==> src/hdl/kfcv_pkg.sv <==
// Package for the constant-velocity Kalman filter: widths, state codes,
// the multiply-divide handshake types and saturating arithmetic helpers.
// Used by kfcv_muldiv and kalman_filter_const_velocity; depends on nothing.
package kfcv_pkg;

    localparam int STATE_WIDTH = 32;
    localparam int COV_WIDTH   = 48;

    localparam logic signed [63:0] STATE_MAX = (64'sd1 <<< (STATE_WIDTH - 1)) - 64'sd1;
    localparam logic signed [63:0] COV_MAX   = (64'sd1 <<< (COV_WIDTH - 1)) - 64'sd1;
    localparam logic signed [63:0] S64_MAX   = 64'sh7FFF_FFFF_FFFF_FFFF;
    localparam logic signed [63:0] S64_MIN   = 64'sh8000_0000_0000_0000;

    // Diagonal covariance after reset: 1000.0 in Q24.24.
    localparam logic signed [COV_WIDTH-1:0] COV_RESET = COV_WIDTH'(64'sd1000 <<< 24);

    // Configuration register indexes.
    typedef enum logic [2:0] {
        CFG_TIME_STEP     = 3'd0,
        CFG_MEAS_NOISE    = 3'd1,
        CFG_Q_POS         = 3'd2,
        CFG_Q_CROSS       = 3'd3,
        CFG_Q_VEL         = 3'd4,
        CFG_MOTION_POS    = 3'd5,
        CFG_MOTION_VEL    = 3'd6,
        CFG_INIT_VARIANCE = 3'd7
    } t_cfg_idx;

    typedef enum logic [2:0] {
        ST_IDLE,
        ST_INNOV,
        ST_ISSUE,
        ST_WAIT,
        ST_UPD,
        ST_PRED,
        ST_OUT
    } t_state;

    // Multiply-divide operations of one measurement command, in issue order.
    typedef enum logic [3:0] {
        OP_K00,
        OP_K01,
        OP_K10,
        OP_K11,
        OP_KX0,
        OP_KX1,
        OP_DX,
        OP_DP10,
        OP_DP11,
        OP_DA01
    } t_op;

    typedef enum logic [2:0] {
        MD_IDLE,
        MD_MUL,
        MD_CHK,
        MD_DIV,
        MD_FIN
    } t_md_state;

    typedef struct packed {
        logic start;
        logic shift;
    } t_md_req;

    typedef struct packed {
        logic done;
        logic sat;
    } t_md_rsp;

    typedef struct packed {
        logic              sat;
        logic signed [63:0] v;
    } t_sres;

    function automatic t_sres f_sadd(input logic signed [63:0] a, input logic signed [63:0] b);
        logic signed [64:0] sum;
        t_sres r;
        sum = {a[63], a} + {b[63], b};
        if (sum[64] != sum[63]) begin
            r.sat = 1'b1;
            r.v   = sum[64] ? S64_MIN : S64_MAX;
        end else begin
            r.sat = 1'b0;
            r.v   = sum[63:0];
        end
        return r;
    endfunction

    function automatic t_sres f_ssub(input logic signed [63:0] a, input logic signed [63:0] b);
        logic signed [64:0] dif;
        t_sres r;
        dif = {a[63], a} - {b[63], b};
        if (dif[64] != dif[63]) begin
            r.sat = 1'b1;
            r.v   = dif[64] ? S64_MIN : S64_MAX;
        end else begin
            r.sat = 1'b0;
            r.v   = dif[63:0];
        end
        return r;
    endfunction

    function automatic t_sres f_clamp(input logic signed [63:0] v, input logic signed [63:0] hi);
        logic signed [63:0] lo;
        t_sres r;
        lo = -hi - 64'sd1;
        if (v > hi) begin
            r.sat = 1'b1;
            r.v   = hi;
        end else if (v < lo) begin
            r.sat = 1'b1;
            r.v   = lo;
        end else begin
            r.sat = 1'b0;
            r.v   = v;
        end
        return r;
    endfunction

endpackage

==> src/hdl/kfcv_muldiv.sv <==
// Shared multiply-divide unit: (a*b)/d truncated toward zero, saturated to 64 bits.
// Four 32x32 partial products, then a restoring divide one bit per cycle,
// or a 16-bit shift in shift mode. Depends on kfcv_pkg.
module kfcv_muldiv (
    input  logic               i_clk,
    input  logic               i_rst_n,
    input  kfcv_pkg::t_md_req  i_req,
    input  logic signed [63:0] i_a,
    input  logic signed [63:0] i_b,
    input  logic        [63:0] i_div,
    output kfcv_pkg::t_md_rsp  o_rsp,
    output logic signed [63:0] o_result
);

    kfcv_pkg::t_md_state r_state, n_state;
    logic [5:0]   r_cnt;
    logic [63:0]  r_ma, r_mb, r_d;
    logic         r_neg, r_shift, r_ovf;
    logic [127:0] r_acc;

    logic [31:0]  ah, bh;
    logic [63:0]  pp;
    logic [127:0] addend;
    logic [63:0]  shifted, q;
    logic         carry, ge;

    always_comb begin
        ah = r_cnt[1] ? r_ma[63:32] : r_ma[31:0];
        bh = r_cnt[0] ? r_mb[63:32] : r_mb[31:0];
        pp = 64'(ah) * 64'(bh);
        unique case (r_cnt[1:0])
            2'd0:       addend = {64'd0, pp};
            2'd1, 2'd2: addend = {32'd0, pp, 32'd0};
            default:    addend = {pp, 64'd0};
        endcase
        carry   = r_acc[127];
        shifted = {r_acc[126:64], r_acc[63]};
        ge      = carry || (shifted >= r_d);
        q       = r_acc[63:0];
    end

    always_comb begin
        n_state = r_state;
        unique case (r_state)
            kfcv_pkg::MD_IDLE: if (i_req.start) n_state = kfcv_pkg::MD_MUL;
            kfcv_pkg::MD_MUL:  if (r_cnt[1:0] == 2'd3) n_state = kfcv_pkg::MD_CHK;
            kfcv_pkg::MD_CHK: begin
                if (r_shift || r_acc[127:64] >= r_d) n_state = kfcv_pkg::MD_FIN;
                else n_state = kfcv_pkg::MD_DIV;
            end
            kfcv_pkg::MD_DIV:  if (r_cnt == 6'd63) n_state = kfcv_pkg::MD_FIN;
            kfcv_pkg::MD_FIN:  n_state = kfcv_pkg::MD_IDLE;
            default:           n_state = kfcv_pkg::MD_IDLE;
        endcase
    end

    always_comb begin
        o_rsp.done = (r_state == kfcv_pkg::MD_FIN);
        o_rsp.sat  = r_ovf | q[63];
        if (o_rsp.sat) o_result = r_neg ? kfcv_pkg::S64_MIN : kfcv_pkg::S64_MAX;
        else o_result = r_neg ? -$signed(q) : $signed(q);
    end

    always_ff @(posedge i_clk) begin
        if (!i_rst_n) begin
            r_state <= kfcv_pkg::MD_IDLE;
            r_cnt   <= 6'd0;
        end else begin
            r_state <= n_state;
            unique case (r_state)
                kfcv_pkg::MD_IDLE: begin
                    r_ma    <= i_a[63] ? 64'(-i_a) : i_a;
                    r_mb    <= i_b[63] ? 64'(-i_b) : i_b;
                    r_neg   <= i_a[63] != i_b[63];
                    r_shift <= i_req.shift;
                    r_d     <= i_div;
                    r_acc   <= 128'd0;
                    r_ovf   <= 1'b0;
                    r_cnt   <= 6'd0;
                end
                kfcv_pkg::MD_MUL: begin
                    r_acc <= r_acc + addend;
                    r_cnt <= (r_cnt[1:0] == 2'd3) ? 6'd0 : r_cnt + 6'd1;
                end
                kfcv_pkg::MD_CHK: begin
                    if (r_shift) begin
                        r_acc[63:0] <= r_acc[79:16];
                        r_ovf       <= |r_acc[127:80];
                    end else if (r_acc[127:64] >= r_d) begin
                        r_acc[63:0] <= 64'd0;
                        r_ovf       <= 1'b1;
                    end
                end
                kfcv_pkg::MD_DIV: begin
                    // The quotient bits shift into the low half as the dividend leaves it.
                    r_acc <= {ge ? shifted - r_d : shifted, r_acc[62:0], ge};
                    r_cnt <= r_cnt + 6'd1;
                end
                default: ;
            endcase
        end
    end

    assert property (@(posedge i_clk) disable iff (!i_rst_n)
        (r_state == kfcv_pkg::MD_DIV) |-> (r_d != 64'd0))
        else $error("divide started with a zero divisor");
    assert property (@(posedge i_clk) disable iff (!i_rst_n)
        (r_state == kfcv_pkg::MD_FIN) |=> (r_state == kfcv_pkg::MD_IDLE))
        else $error("result not followed by idle");
    assert property (@(posedge i_clk) disable iff (!i_rst_n)
        (r_state == kfcv_pkg::MD_CHK) |-> $past(r_state == kfcv_pkg::MD_MUL))
        else $error("check entered without multiply");

endmodule

==> config.mk <==
export PLATFORM = sky130hd
export DESIGN_NAME = kfcv_muldiv
export DESIGN_NICKNAME = d
export VERILOG_FILES = /design/src/hdl/kfcv_pkg.sv /design/src/hdl/kfcv_muldiv.sv
export SDC_FILE = /design/constraint.sdc
export NUM_CORES = 2
export LEC_CHECK = 0
export BUFFER_PORTS_ARGS = -buffer_cell sky130_fd_sc_hd__buf_2
export CORE_MARGIN = 8
export CORE_UTILIZATION = 65
export CTS_CLUSTER_DIAMETER = 80
export DETAILED_ROUTE_END_ITERATION = 12
export PLACE_DENSITY = 0.9
export SETUP_SLACK_MARGIN = 0.1
export SLEW_MARGIN = 10
export SYNTH_ARGS = -nofsm -noshare
export SYNTH_HDL_FRONTEND = slang
export SYNTH_SLANG_ARGS = --single-unit
==> constraint.sdc <==
create_clock -name i_clk -period 17 [get_ports i_clk]
set_input_delay 2.55 -clock i_clk [delete_from_list [all_inputs] [get_ports i_clk]]
set_output_delay 2.55 -clock i_clk [all_outputs]
set_load 0.02 [all_outputs]
# After elaboration in Yosys (flattened, before gate mapping)
# Index checks and enable logic that the tools add are counted.
# Widths: inputs -> output; s select.
totals:
  latchBits: 0
  reg_bits: 332
  mem_bits_ro: 0
  wordCells: 72
  mem_count: 0
  inputBits: 196
  out_inout_bits: 66
  ramBits: 0
op_classes:
  mul: 1
  reduce_logical: 14
  n_div: 0
  shift: 0
  n_eq_ne: 13
  n_bitwise: 1
  add_sub_neg: 6
  mux: 23
  order_cmp: 2
op_table:
  columns: ["operator", "n"]
  rows:
  - ["$mux 64", 6]
  - ["$pmux 128 s2", 1]
  - ["$pmux 64 s4", 1]
  - ["$neg 64->64", 3]
  - ["$pmux 64 s3", 1]
  - ["$add 128x128->128", 1]
  - ["$ge 64x64->1", 2]
  - ["$mux 63", 2]
  - ["$mul 32x32->64", 1]
  - ["$mux 32", 2]
  - ["$sub 64x64->64", 1]
  - ["$reduce_or 48->1", 1]
  - ["$pmux 6 s3", 1]
  - ["$mux 3", 4]
  - ["$pmux 3 s4", 1]
  - ["$reduce_and 3->1", 3]
  - ["$add 6x1->6 const B", 1]
  - ["$eq 3x2->1 const B", 2]
  - ["$eq 6x6->1 const B", 1]
  - ["$mux 6", 1]
  - ["$ne 2x2->1 const B", 3]
  - ["$eq 2x2->1 const B", 2]
  - ["$reduce_and 2->1", 2]
  - ["$reduce_bool 4->1", 1]
  - ["14 further kinds", 16]

# Depth between registers and ports, before layout
logic_depth:
  ltp_word: 5
  mapped_depth: 48
  mapped_depth_nobuf: 43

# Worst setup path before layout
# OpenSTA, ideal clock, no wires.
synth_timing:
  path_type: "reg-to-reg"
  startpoint: "reg r_cnt[0]"
  endpoint: "reg r_acc[124] (data pin)"
  n_path_buf: 6
  synth_period_minus_slack_ns: 12.225
  path_stages_with_launch: 42
  setup_time_ns: 0.265
  slack_ns: 4.775
  required_ns: 16.735
  arrival_ns: 11.960
  cell_sequence: "dfxtp_1 clkbuf_1 buf_1 clkbuf_1 mux2i_1 clkbuf_1 nor2_1 fa_1 inv_1 fa_1 inv_1 fa_1 inv_1 fa_1 inv_1 fa_1 fa_1 fa_1 [... 6 more ...] a21oi_1 o31a_1 o21a_1 o21ai_0 xnor2_1 o22ai_1 ha_1 clkbuf_1 nand2_1 nor2_1 or4b_2 or3_1 o31ai_1 a31oi_1 or3_1 o41ai_2 mux2i_1 nand3_1"
synth_via:
  elab_chain_len: 5
  word_cells_on_any_way: 9
  cone_classes: "1 x add/sub; 1 x mul; 2 x eq/ne; 3 x mux; 2 x reduce/logical"
synth_rtl:
  columns: ["element", "line", "rtl"]
  rows:
  - ["from (decl)", "kfcv_muldiv.sv:16", "logic [5:0] r_cnt;"]
  - ["from (signal assigned)", "kfcv_muldiv.sv:83", "r_cnt <= (r_cnt[1:0] == 2'd3) ? 6'd0 : r_cnt + 6'd1;"]
  - ["from (signal assigned)", "kfcv_muldiv.sv:97", "r_cnt <= r_cnt + 6'd1;"]
  - ["$mux 32 (tied with other cells)", "kfcv_muldiv.sv:29", "bh = r_cnt[0] ? r_mb[63:32] : r_mb[31:0];"]
  - ["$mul 32x32->64 / $reduce_or 2->1 (equally long branches)", "kfcv_muldiv.sv:30, kfcv_muldiv.sv:31", null]
  - ["$pmux 128 s2 *", "kfcv_muldiv.sv:31", "unique case (r_cnt[1:0])"]
  - ["$add 128x128->128 *", "kfcv_muldiv.sv:82", "r_acc <= r_acc + addend;"]
  - ["$pmux 64 s3 *", "kfcv_muldiv.sv:70", "unique case (r_state)"]
  - ["to (signal assigned)", "kfcv_muldiv.sv:82", null]
  - ["to (signal assigned)", "kfcv_muldiv.sv:96", "r_acc <= {ge ? shifted - r_d : shifted, r_acc[62:0], ge};"]
  - ["to (decl)", "kfcv_muldiv.sv:19", "logic [127:0] r_acc;"]
# Mark *: on every way between the ends. The rest lies on a longest branch, timed or not.
# A chain may end at the register's enable or synchronous reset.

# Final worst setup path
layout_timing:
  startpoint: "reg r_cnt[1]"
  endpoint: "reg r_acc[120] (data pin)"
layout_via:
  elab_chain_len: 5
  word_cells_on_any_way: 9
  cone_classes: "1 x add/sub; 1 x mul; 2 x eq/ne; 3 x mux; 2 x reduce/logical"
layout_rtl:
  columns: ["element", "line", "rtl"]
  rows:
  - ["$mux 32 (tied with other cells)", "kfcv_muldiv.sv:28", "ah = r_cnt[1] ? r_ma[63:32] : r_ma[31:0];"]
  - ["$mul 32x32->64 / $reduce_or 2->1 (equally long branches)", "kfcv_muldiv.sv:30, kfcv_muldiv.sv:31", null]
  - ["$pmux 128 s2 *", "kfcv_muldiv.sv:31", null]
  - ["$add 128x128->128 *", "kfcv_muldiv.sv:82", null]
  - ["$pmux 64 s3 *", "kfcv_muldiv.sv:70", null]
# Marks and branches as above.

==> flow_summary_export.csv <==
group,metric,value,unit
clocking,clkTransAtPathRegs,60,ps
floorplanning,dieArea,109000,um^2
sta,min_period_over_period,90.2,%
worst_setup_path,critPathMaxFanout,46,
clocking,cts_inserted_buffers,43,
layout,syn_to_final_growth,6.46,%
sta,max_freq,65.2,MHz
routing,met3WireLength,34600,um
logic_synthesis,async_flop_share,0,%
floorplanning,fp.coreArea,98300,um^2
worst_setup_path,max_stage_delay,890,ps
clocking,cts_buffer_depth,3,
floorplanning,die_x,331,um
logic_synthesis,synth-seq-cells,332,
worst_setup_path,arrival,15710,ps
worst_setup_path,critPathRequiredTime,17370,ps
run_status,status,"complete, no violations",
logic_synthesis,synth_common_cells,"1,015 x inv_1, 898 x fa_1, 894 x nand2_1, 864 x nor2_1, 524 x ha_1",
logic_synthesis,synth.avg_cell_area,8.57,um^2
worst_setup_path,path_buf_inv,4,
worst_setup_path,crit_path_end_kind,"flop",
logic_synthesis,ys_types,86,
routing,maxUsedRoutingLayer,"met5",
logic_synthesis,synth.most_common_cell,"inv_1",
floorplanning,start_util,65.5,%
floorplanning,fp.dieH,331,um
routing,routed_via_density,6.73,
logic_synthesis,synthAdderAreaFrac,38.1,%
floorplanning,num_rows,115,
worst_setup_path,slowest_stage,"dfxtp_4",
logic_synthesis,synthSimpleGateAreaFrac,16.0,%
clocking,post_cts_buffers,0,
routing,first_pass_iters,10,
logic_synthesis,synth.area.mux_share,2.66,%
sta,slew_headroom,17.2,%
sta,fin_skew,40.2,ps
worst_setup_path,worst_setup_path_start_kind,"flop",
clocking,insertion_delay,670,ps
global_routing,grt_pass1_wl,356000,um
logic_synthesis,synth_top_area_share,27.9,%
logic_synthesis,syn-instance-count,7507,
placed_design,gp_congestion,1.01,
logic_synthesis,synth-seq-area-share,15.4,%
routing,ant_nets,0,
global_routing,grt-ovfl-total,0,
logic_synthesis,synth_top_family_by_area,"adder cells",
logic_synthesis,synth_area_leader_cell,"fa_1",
flow_run,max_cap_violations,0,
sta,rsz0062_at_grt,"no",
logic_synthesis,synth_edf_count,323,
routing,wl_met1,88100,um
worst_setup_path,crit_family,"compound AO/OA/AOI/OAI gates",
global_routing,grt_use_total,42.9,%
routing,post_drt_wl_per_cell,26.9,um
routing,vias,59700,
logic_synthesis,synth_compound_area_share,14.5,%
clocking,cts-root-buf,"clkbuf_16",
logic_synthesis,ys_warn_count,0,
placed_design,port_buffers,261,
global_routing,grt_pass1_vias,59200,
sta,period_needed,15340,ps
layout,drive_gt1_share,8.33,%
routing,wirelength,239000,um
layout,utilization,69.7,%
placed_design,hpwl,188000,um
worst_setup_path,cpMostUsedCell,"fa_1",
logic_synthesis,synth_xor_area_share,5.14,%
clocking,cts-hold-fix-buffers,0,
sta,hold_viol_final,0,
logic_synthesis,syn-num-nets,9125,
logic_synthesis,synthTopCellsByArea,"fa_1 28%, edfxtp_1 15%, ha_1 10%",
sta,tightest_slew,1230,ps
sta,fin_tns_setup,0,ps
clocking,clock_sinks,332,
logic_synthesis,synthFlopType,"edfxtp_1",
sta,setup_viol,0,
layout,finalNetCount,9161,
clocking,cts_htree_levels,2,
clocking,cts_tree,"yes",
global_routing,grt_max_degree,70,
sta,drv_slew,0,
routing,route.met2.wl,100000,um
global_routing,antenna_found_initial,10,
routing,first_iter_violations,7450,
worst_setup_path,crit_type,"flop to flop",
floorplanning,ios,262,
logic_synthesis,netlist_area,64300,um^2
min_path,hp-class,"flop to flop",
routing,drc,0,
clocking,post_cts_resized,0,
sequential cells by signal (all words and copies together), names as in the netlist:
name,flops
r_acc,128
r_ovf,1
r_neg,1
r_shift,1
r_mb,64
r_state,3
r_d,64
r_ma,64
r_cnt,6
placed cells by master, fill, tap and decap left out, drive strengths merged, types with 49 or more instances in the layout:
| master | instances |
|---|---|
| nor3 | 68 |
| nand3 | 71 |
| o21ai | 393 |
| o21bai | 81 |
| nand4 | 105 |
| mux2 | 66 |
| and2 | 49 |
| a21o | 137 |
| nand2 | 895 |
| xor2 | 103 |
| xnor2 | 272 |
| buf | 370 |
| a22oi | 60 |
| edfxtp | 323 |
| a21oi | 385 |
| fa | 898 |
| ha | 524 |
| inv | 1020 |
| nor2 | 866 |
| o31ai | 77 |
| mux2i | 97 |
final timing paths:
kind,end,depth (start not counted),slack [ps],start
worst max-delay path,r_acc[120]$_DFFE_PP_,38,1660,r_cnt[1]$_SDFFE_PN0N_
worst min register to register,r_cnt[4]$_SDFFE_PN0N_,2,560,r_cnt[4]$_SDFFE_PN0N_
worst min-delay path,r_cnt[4]$_SDFFE_PN0N_,2,560,r_cnt[4]$_SDFFE_PN0N_
worst max register to register,r_acc[120]$_DFFE_PP_,38,1660,r_cnt[1]$_SDFFE_PN0N_
per-stage QoR:
| stage | instances | setup slack (ps) | hold WS, ps | instance area, um^2 |
|---|---|---|---|---|
| after global routing | 8865 | 1180 | 551 | 68500 |
| final | 8875 | 1660 | 558 | 68500 |
| after floorplan | 7507 | 4770 | 479 | 64300 |
| after detailed placement | 8785 | 2120 | 515 | 66900 |
| after CTS | 8865 | 2020 | 532 | 68500 |
| after global placement | 8784 | 1410 | 488 | 66900 |
layout make-up:
type	instances	area, um^2
multi-input cells	5780	49500
fillers	7533	29800
flip-flops and latches	332	9890
inverters	1016	3810
repair buffers	370	2120
well taps	1287	1610
clock buffers	45	1080
clock inverters	35	464
diodes	10	25.0
kinds of logic (layout without fill, tap and decap cells):
kind of cell | Yosys count | count (layout)
buffers and inverters | 1395 | 1466
adders and majority gates | 1422 | 1422
xor gates and xnor gates | 376 | 376
and+or+nand+nor | 2347 | 2347
muxes | 163 | 163
DFF | 332 | 332
AOI/OAI and AO/OA | 1472 | 1472
other | 0 | 10
layer usage:
metal,GRT usage (%),vias to the layer above
met2,62.8,4588
met3,14.6,1103
met1,56.5,28900
li1,-,25100
met4,22.2,8
met5,0,-
worst min-delay path, delay by kind of cell (launching register included):
family,cells,cell delay [ps]
flops,1,340
compound gates,2,170
Power is not shown: default switching activity piles up to over one toggle a cycle in this logic, so the estimate is an artifact.
